$ cat src/hdl/crclf_pkg.sv
// ----------------------------------------------------------------------------
// crclf_pkg
// Shared types, constants and the byte-wide CRC-16 update for the length
// framer.
// ----------------------------------------------------------------------------
`default_nettype none

package crclf_pkg;

   localparam int unsigned      MAX_RESULTS      = 5;
   localparam int unsigned      CNT_W            = $clog2(MAX_RESULTS + 1);
   localparam logic [15:0]      CRC_POLY         = 16'hA001;
   localparam logic [7:0]       MAX_PAYLOAD_RST  = 8'd60;

   localparam logic [CNT_W-1:0] CNT_ONE   = CNT_W'(1);
   localparam logic [CNT_W-1:0] CNT_THREE = CNT_W'(3);
   localparam logic [CNT_W-1:0] CNT_FOUR  = CNT_W'(4);
   localparam logic [CNT_W-1:0] CNT_FIVE  = CNT_W'(5);

   // Results caused by one accepted item; bytes[0] goes out first.
   typedef struct packed {
      logic [CNT_W-1:0]             count;
      logic                         done;
      logic                         err;
      logic [MAX_RESULTS-1:0][7:0]  bytes;
   } plan_type;

   // Reflected CRC-16, one byte per call.
   function automatic logic [15:0] crc_byte(input logic [15:0] crc, input logic [7:0] b);
      logic [15:0] c;
      c = crc ^ {8'h00, b};
      for (int k = 0; k < 8; k++) begin
         if (c[0]) begin
            c = (c >> 1) ^ CRC_POLY;
         end else begin
            c = c >> 1;
         end
      end
      return c;
   endfunction

endpackage

`default_nettype wire

$ cat src/hdl/crclf_ctrl.sv
// ----------------------------------------------------------------------------
// crclf_ctrl
// Packet state, CRC accumulator and length limit register; works out the
// results that each accepted byte causes.
// ----------------------------------------------------------------------------
`default_nettype none

module crclf_ctrl (
   input  wire logic               clock,
   input  wire logic               reset,
   input  wire logic               csr_we,
   input  wire logic [7:0]         csr_wdata,
   input  wire logic               item_accept,
   input  wire logic [7:0]         data_byte,
   input  wire logic [7:0]         payload_len,
   input  wire logic               frame_mode,
   output crclf_pkg::plan_type     plan
);

   logic        in_packet_ff, in_packet_in;
   logic [7:0]  bytes_left_ff, bytes_left_in;
   logic [15:0] crc_acc_ff, crc_acc_in;
   logic [7:0]  max_payload_ff;
   logic [15:0] crc_next;
   logic [7:0]  len_inv;

   assign crc_next = crclf_pkg::crc_byte(in_packet_ff ? crc_acc_ff : 16'h0000, data_byte);
   assign len_inv  = ~payload_len;

   always_comb begin
      in_packet_in  = in_packet_ff;
      bytes_left_in = bytes_left_ff;
      crc_acc_in    = crc_acc_ff;
      plan          = '0;
      if (in_packet_ff) begin
         crc_acc_in     = crc_next;
         plan.bytes[0]  = data_byte;
         plan.bytes[1]  = crc_next[15:8];
         plan.bytes[2]  = crc_next[7:0];
         bytes_left_in  = bytes_left_ff - 8'd1;
         if (bytes_left_ff == 8'd1) begin
            plan.count   = crclf_pkg::CNT_THREE;
            plan.done    = 1'b1;
            in_packet_in = 1'b0;
         end else begin
            plan.count = crclf_pkg::CNT_ONE;
         end
      end else if (payload_len > max_payload_ff) begin
         plan.count = crclf_pkg::CNT_ONE;
         plan.done  = 1'b1;
         plan.err   = 1'b1;
      end else if (!frame_mode) begin
         plan.count    = crclf_pkg::CNT_ONE;
         plan.done     = 1'b1;
         plan.bytes[0] = data_byte;
      end else begin
         plan.bytes[0] = payload_len;
         plan.bytes[1] = len_inv;
         if (payload_len == 8'd0) begin
            crc_acc_in = 16'h0000;
            plan.count = crclf_pkg::CNT_FOUR;
            plan.done  = 1'b1;
         end else if (payload_len == 8'd1) begin
            crc_acc_in    = crc_next;
            plan.bytes[2] = data_byte;
            plan.bytes[3] = crc_next[15:8];
            plan.bytes[4] = crc_next[7:0];
            plan.count    = crclf_pkg::CNT_FIVE;
            plan.done     = 1'b1;
         end else begin
            crc_acc_in    = crc_next;
            plan.bytes[2] = data_byte;
            plan.count    = crclf_pkg::CNT_THREE;
            in_packet_in  = 1'b1;
            bytes_left_in = payload_len - 8'd1;
         end
      end
   end

   always_ff @(posedge clock) begin
      if (reset) begin
         in_packet_ff   <= 1'b0;
         bytes_left_ff  <= 8'd0;
         crc_acc_ff     <= 16'h0000;
         max_payload_ff <= crclf_pkg::MAX_PAYLOAD_RST;
      end else begin
         if (csr_we) begin
            max_payload_ff <= csr_wdata;
         end
         if (item_accept) begin
            in_packet_ff  <= in_packet_in;
            bytes_left_ff <= bytes_left_in;
            crc_acc_ff    <= crc_acc_in;
         end
      end
   end

endmodule

`default_nettype wire

$ cat src/hdl/crclf_emit.sv
// ----------------------------------------------------------------------------
// crclf_emit
// Result register: holds the bytes of one item and shifts them out one per
// transfer; takes the next item while its last byte is being taken.
// ----------------------------------------------------------------------------
`default_nettype none

module crclf_emit (
   input  wire logic                clock,
   input  wire logic                reset,
   input  wire logic                load,
   input  wire crclf_pkg::plan_type plan,
   output logic                     load_ok,
   output logic                     rsp_tvalid,
   input  wire logic                rsp_tready,
   output logic [7:0]               rsp_tdata,
   output logic                     rsp_tlast,
   output logic                     rsp_tuser
);

   logic [crclf_pkg::CNT_W-1:0]                     cnt_ff;
   logic                                            done_ff;
   logic                                            err_ff;
   logic [crclf_pkg::MAX_RESULTS-1:0][7:0]          slot_ff;
   logic [crclf_pkg::MAX_RESULTS-1:0][7:0]          slot_in;
   logic                                            take;

   assign rsp_tvalid = (cnt_ff != '0);
   assign rsp_tdata  = slot_ff[0];
   assign rsp_tlast  = done_ff && (cnt_ff == crclf_pkg::CNT_ONE);
   assign rsp_tuser  = err_ff;
   assign take       = rsp_tvalid && rsp_tready;
   assign load_ok    = (cnt_ff == '0) || ((cnt_ff == crclf_pkg::CNT_ONE) && rsp_tready);

   always_comb begin
      slot_in = {8'h00, slot_ff[crclf_pkg::MAX_RESULTS-1:1]};
   end

   always_ff @(posedge clock) begin
      if (reset) begin
         cnt_ff <= '0;
      end else if (load) begin
         cnt_ff <= plan.count;
      end else if (take) begin
         cnt_ff <= cnt_ff - crclf_pkg::CNT_ONE;
      end
   end

   always_ff @(posedge clock) begin
      if (load) begin
         slot_ff <= plan.bytes;
         done_ff <= plan.done;
         err_ff  <= plan.err;
      end else if (take) begin
         slot_ff <= slot_in;
      end
   end

endmodule

`default_nettype wire

$ cat src/hdl/crc16_length_framer.sv
// First result byte is valid in the cycle after the input transfer.
// Throughput: one result byte per cycle unless rsp_tready stalls; an input
// byte causes one to five result bytes (header and CRC footer), so input is
// taken at that pace, set by the single result shift register's drain rate.
// Reset: synchronous, active high; clears packet state, CRC and pending
// results, and sets max_payload to 60.
// ----------------------------------------------------------------------------
// crc16_length_framer
// Frames payload bytes with a length header and CRC-16 footer, or passes
// bytes raw.
// ----------------------------------------------------------------------------
`default_nettype none

module crc16_length_framer (
   input  wire logic        clock,
   input  wire logic        reset,
   input  wire logic        csr_valid,
   output logic             csr_ready,
   input  wire logic [7:0]  csr_wdata,   // max_payload
   input  wire logic        req_tvalid,
   output logic             req_tready,
   input  wire logic [15:0] req_tdata,   // [7:0] data_byte, [15:8] payload_len
   input  wire logic        req_tuser,   // frame_mode
   output logic             rsp_tvalid,
   input  wire logic        rsp_tready,
   output logic [7:0]       rsp_tdata,   // [7:0] out_byte
   output logic             rsp_tlast,   // frame_end
   output logic             rsp_tuser    // length_error
);

   crclf_pkg::plan_type plan;
   logic                item_accept;

   assign csr_ready   = 1'b1;
   assign item_accept = req_tvalid && req_tready;

   crclf_ctrl u_ctrl (
      .clock       (clock),
      .reset       (reset),
      .csr_we      (csr_valid),
      .csr_wdata   (csr_wdata),
      .item_accept (item_accept),
      .data_byte   (req_tdata[7:0]),
      .payload_len (req_tdata[15:8]),
      .frame_mode  (req_tuser),
      .plan        (plan)
   );

   crclf_emit u_emit (
      .clock      (clock),
      .reset      (reset),
      .load       (item_accept),
      .plan       (plan),
      .load_ok    (req_tready),
      .rsp_tvalid (rsp_tvalid),
      .rsp_tready (rsp_tready),
      .rsp_tdata  (rsp_tdata),
      .rsp_tlast  (rsp_tlast),
      .rsp_tuser  (rsp_tuser)
   );

endmodule

`default_nettype wire

$ cat config.mk
export PLATFORM = sky130hd
export DESIGN_NAME = crc16_length_framer
export DESIGN_NICKNAME = d
export VERILOG_FILES = /design/src/hdl/crclf_pkg.sv /design/src/hdl/crclf_ctrl.sv /design/src/hdl/crclf_emit.sv /design/src/hdl/crc16_length_framer.sv
export SDC_FILE = /design/constraint.sdc
export NUM_CORES = 1
export LEC_CHECK = 0
export BUFFER_PORTS_ARGS = -buffer_cell sky130_fd_sc_hd__clkbuf_2
export CORE_UTILIZATION = 40
export CTS_BUF_LIST = sky130_fd_sc_hd__clkbuf_16
export DETAILED_ROUTE_END_ITERATION = 12
export GPL_TIMING_DRIVEN = 0
export HOLD_SLACK_MARGIN = 0.03
export SETUP_SLACK_MARGIN = 0.05
export SYNTH_ARGS = -nofsm -noshare
export SYNTH_HDL_FRONTEND = slang
export SYNTH_SLANG_ARGS = --single-unit
$ cat constraint.sdc
create_clock -name clock -period 2.8 [get_ports clock]
set_input_delay 0.7 -clock clock [delete_from_list [all_inputs] [get_ports clock]]
set_output_delay 0.7 -clock clock [all_outputs]
set_load 0.05 [all_outputs]
# Yosys cells after proc, flatten, opt, wreduce, memory -nomap -nowiden
# Index checks and enable logic that the tools add are counted.
# op_classes
addsub	3
magnitude_cmp	1
bitwise	10
n_eq_ne	6
mux	44
reduce_logical	12
# ops
op	count
two-way mux 16 bit	15
two-way mux 40 bit	3
two-way mux 24 bit	2
two-way mux 8 bit	6
two-way mux 32 bit	1
NOT 2 -> 3 bit	8
== test 8 x 1 -> 1 bit, second input constant	2
two-way mux 4 bit	4
subtractor 8 x 1 -> 8 bit, second input constant	2
XOR 16 x 8 -> 16 bit	1
two-way mux 1 bit	9
two-way mux 3 bit	3
greater-than comparator 8 bit	1
logical NOT 8 bit	1
NOT 8 bit	1
inequality test 2 x 1 -> 1 bit, second input constant	3
AND reduction 5 bit	1
logical AND 1 bit	4
nonzero test 2 bit	2
== test 3 x 1 -> 1 bit, second input constant	1
logical NOT 3 bit	1
AND reduction 3 bit	1
nonzero test 3 bit	1
subtractor 3 x 1 -> 3 bit, second input constant	1
other kinds (2)	2
# word_totals
elab_cells	88
regBits	78

# Depth between registers and ports, before layout
# logic_depth
depth_word	24
ltp_mapped	13

# Modules after synthesis
# Synthesis repeated with hierarchy kept, for this count alone.
# hier_totals
hier_cells	464
hier_area_um2	4620.7
# by_module_without_submodules
mod	instances	cells_per_inst	area_per_inst_um2	seq_area_each_um2
crclf_ctrl	1	338	2607.5	660.6
crclf_emit	1	123	1995.7	1321.3
crc16_length_framer	1	3	17.5	0.0

# Least setup slack after synthesis
# No wires, ideal clock.
# synth_timing
path_kind	in2reg
from	in rsp_tready
to	reg u_ctrl.crc_acc_ff[7]
cell_stages	10
setup_time_ps	124
n_path_buf	2
slack_ps	-66
arrival_time_ps	2743
cell_sequence	a21oi_1 > nor2_1 > nand2_1 > inv_2 > and2_1 > clkbuf_1 > a31oi_2 > clkbuf_1 > a221oi_1 > nor3_1
# synth_between
elab_chain_len	4
# synth_lines
item	line	source
start: declaration	crc16_length_framer.sv:25	input wire logic rsp_tready,
logical AND 1 bit	crclf_emit.sv:33	assign load_ok = (cnt_ff == '0) || ((cnt_ff == crclf_pkg::CNT_ONE) && rsp_tready);
logical OR 1 bit	crclf_emit.sv:33	
via req_tready	crc16_length_framer.sv:21	output logic req_tready,
logical AND 1 bit	crc16_length_framer.sv:35	assign item_accept = req_tvalid && req_tready;
AND reduction 3 bit (no line)	n/a	
end signal: assignment	crclf_ctrl.sv:93	crc_acc_ff <= crc_acc_in;
end: declaration	crclf_ctrl.sv:22	logic [15:0] crc_acc_ff, crc_acc_in;
# The timed path passes the listed nets, and every way through them passes these cells.
# A chain may end at the register's enable or synchronous reset.

# Final worst setup path
# layout_timing
from	in req_tdata[10]
to	reg u_emit.slot_ff[14] in the netlist's numbering (data pin)
# layout_between
elab_chain_len	4
# layout_lines
item	line	source
start: declaration	crc16_length_framer.sv:22	input wire logic [15:0] req_tdata,
greater-than comparator 8 bit	crclf_ctrl.sv:48	end else if (payload_len > max_payload_ff) begin
two-way mux 40 bit	crclf_ctrl.sv:48	
two-way mux 24 bit	crclf_ctrl.sv:35	if (in_packet_ff) begin
two-way mux 40 bit	crclf_emit.sv:50	if (load) begin
end signal: assignment	crclf_emit.sv:51	slot_ff <= plan.bytes;
end signal: assignment	crclf_emit.sv:55	slot_ff <= slot_in;
end: declaration	crclf_emit.sv:24	logic [crclf_pkg::MAX_RESULTS-1:0][7:0] slot_ff;
# No other way between the ends.

==> out/metrics.cfg <==
[status]
outcome=complete, no violations

[worst_setup_path]
worstPathArrival_ps=2900
cp_data_required_time_ps=3010
r2r_cells=7
cp_max_fo=10
slowest_delay_ps=350
crit_end=u_emit.slot_ff[14]$_DFFE_PP_
critPathLaunchType=primary input
slowest_stage=ha_1
startpoint=req_tdata[10]
crit_top_cell=clkbuf_2
reg2reg_from=u_ctrl.in_packet_ff$_SDFFE_PP0P_
cp_num_cells=9
cp_top_family=compound AO/OA/AOI/OAI gates
ff2ff_setup_slack_ps=230
cp-end-kind=flop
worstPathCellList=clkbuf_2 -> ha_1 -> and4b_1 -> a211o_1 -> o211ai_4 -> nand2_1 -> clkbuf_2 -> o221ai_1 -> o21a_1
timing.rr.end=u_emit.slot_ff[14]$_DFFE_PP_
path_buf_inv=2
crit_type=in -> reg

[synth]
synth_warnings=0
synth_edf_count=42
yosys-top-cells-area=edfxtp_1, dfxtp_1, nor2_1
synth_area_leader_cell=edfxtp_1
ys.flop_type=edfxtp_1
synthMuxAreaShare_pct=3.29
synth-compound-area-share_pct=17.2
synth.distinct_cells=45
synth-simple-area-share_pct=14.4
synth_area_um2=4260
synthAdderAreaFrac_pct=4.41
synth_seq_area_share_pct=46.5
synth_xor_area_share_pct=8.49
synth-seq-cells=78
async_flop_share_pct=0
syn-mean-instance-area_um2=9.46
synth_top_family_by_area=compound AO/OA/AOI/OAI gates
synthCells=450
synth_top_area_share_pct=29.6

[power]
power_mw=5.50
ir_drop_v=0.000662
p_leak_nw=1.97
p_per_area_nw_per_um2=1100

[floorplan]
core_area_um2=10300
die_y_um=105
die_x_um=105
ios=43
start_util_pct=41.2
dieArea_um2=11100
rows=37

[grt]
track_usage_pct=20.7
grt_overflow_total=0
grt_pass1_wl_um=17500
antenna_found_initial=0
grt_max_degree=41
grt_pass1_vias=3349

[sta]
slew_headroom_pct=46.5
fin_crit_sh_pct=95.9
fin_skew_ps=5.95
period_minus_slack_ps=2690
worst_slew_pin_slew_ps=802
hold_viol=0
rsz0062_at_grt=no
fmax_ghz=0.372
slew_viol_final=0
finalSetupViolCount=0

[placed_design]
place_inst=630
place_hpwl_um=8130
portBuffers=40
routabilityCongestion=0.933

[drt]
num_vias=3533
post_drt_wl_per_cell_um=17.1
vias_per_cell=5.45
drc=0
first_pass_iters=5
ant_nets=0
drt_iter0_markers=287
drt_wl_total_um=11100

[clock_network]
clk_path_buf_depth=2
root_buffer=clkbuf_16
htree_levels=3
clk_latency_ps=340
clock-sinks=78
cts_tree=built
path_clk_slew_ps=60
cts_buffers=9

[cells_and_area]
finalNetCount=552
drive_gt1_share_pct=15.2
regArea_um2=1980
mostFrequentLayoutCell=nor2_1
multi_input_area_um2=2090
antenna_cells=0
fillers=1006
layout_common_cells=nor2_1, clkbuf_2, edfxtp_1
syn_to_final_growth_pct=17.7
fin_cells=648

[run]
max-cap-violations=0

[worst_hold_path]
hp-class=reg -> reg

-- cells in the mapped netlist, types with 2 or more instances --
cell	number
a311oi_1	3
buf_2	3
and3_1	2
mux2i_1	14
conb_1	2
o211ai_1	8
xnor2_1	22
nor4_1	5
nand3_1	8
nand2_1	38
o21ai_0	20
inv_1	17
o31ai_1	9
a21oi_1	29
ha_1	15
nand4_1	2
a31oi_1	3
nor2_1	64
a21o_1	2
edfxtp_1	42
o22ai_1	3
o221ai_1	7
xor2_1	14
nand2b_1	4
buf_4	10
a221oi_1	8
buf_1	2
nor2b_1	3
o21a_1	8
a22oi_1	6
dfxtp_1	36
clkbuf_1	18
nor3_1	11
-- power breakdown --
part	total (mW)	switching [mW]	internal, mW
clock network	1.22	0.451	0.774
logic	2.34	1.57	0.767
registers	1.93	0.161	1.77
-- repair_timing --
action,4_1_cts,5_1_grt
setup buffers,0,2
endpoints found under the setup margin,12,30
gates resized for setup,2,7
hold buffers,0,0
pin swaps,0,1
-- logic make-up (layout without fill, tap and decap cells) --
| family | Yosys count | count (layout) |
|---|---|---|
| flops | 78 | 78 |
| compound gates | 110 | 110 |
| fa+ha+maj | 15 | 15 |
| xor+xnor | 38 | 38 |
| simple gates | 142 | 142 |
| buf+inv | 51 | 109 |
| mux | 14 | 14 |
| other cells | 2 | 6 |
-- flip-flops by register name, summed over array words and instances (netlist names) --
register	count
u_ctrl.bytes_left_ff	8
u_ctrl.crc_acc_ff	16
u_ctrl.in_packet_ff	1
u_ctrl.max_payload_ff	8
u_emit.cnt_ff	3
u_emit.done_ff	1
u_emit.rsp_tdata	8
u_emit.rsp_tuser	1
u_emit.slot_ff	32
-- stage by stage --
stage | utilization [%] | setup TNS [ps] | setup WS, ps | cell area [um^2] | hold slack (ps)
floorplan | - | 0 | 177 | 4280 | 444
global placement | 45.0 | -8190 | -435 | 4650 | 458
detailed placement | 45.0 | -8780 | -473 | 4650 | 468
CTS | 48.2 | 0 | 54.4 | 4970 | 476
global route | 48.5 | 0 | 74.5 | 5010 | 492
finish | 48.5 | 0 | 113 | 5010 | 478
-- worst register-to-register path, stage by stage (launching register included) --
cell	delay, ps
dfxtp_1	320
inv_1	190
nor2_1	90
xnor2_1	470
xnor3_2	500
xnor2_1	370
o221ai_1	220
o21a_1	160
-- worst min path at each step --
stage / cells past startpoint / slack [ps] / end / startpoint
finish: 2 / 480 / u_ctrl.crc_acc_ff[14]$_SDFFE_PP0P_ / u_ctrl.crc_acc_ff[14]$_SDFFE_PP0P_
global route: 2 / 490 / u_ctrl.crc_acc_ff[14]$_SDFFE_PP0P_ / u_ctrl.crc_acc_ff[14]$_SDFFE_PP0P_
floorplan: 2 / 440 / u_ctrl.crc_acc_ff[14]$_SDFFE_PP0P_ / u_ctrl.crc_acc_ff[14]$_SDFFE_PP0P_
CTS: 2 / 480 / u_ctrl.crc_acc_ff[14]$_SDFFE_PP0P_ / u_ctrl.crc_acc_ff[14]$_SDFFE_PP0P_
detailed placement: 2 / 470 / u_ctrl.crc_acc_ff[14]$_SDFFE_PP0P_ / u_ctrl.crc_acc_ff[14]$_SDFFE_PP0P_
global placement: 2 / 460 / u_ctrl.crc_acc_ff[14]$_SDFFE_PP0P_ / u_ctrl.crc_acc_ff[14]$_SDFFE_PP0P_
-- routing by layer --
| metal | global-route usage, % | vias to the layer above | part of all wire, % |
|---|---|---|---|
| li1 | - | 1717 | - |
| met1 | 27.9 | 1659 | 46 |
| met2 | 32.9 | 133 | 46 |
| met3 | 2.56 | 24 | 5.2 |
| met4 | 10.4 | 0 | 2.8 |
| met5 | 0 | - | 0 |
-- final cells by class --
cell class | instances | area share, %
Buffer | 33 | 3.40
Multi-Input combinational cell | 325 | 41.7
Inverter | 18 | 1.35
Clock buffer | 9 | 4.50
Clock inverter | 7 | 1.77
Tap cell | 136 | 3.40
Timing Repair Buffer | 42 | 4.30
Sequential cell | 78 | 39.6
Note: power is estimated with default switching activity, not from simulation.
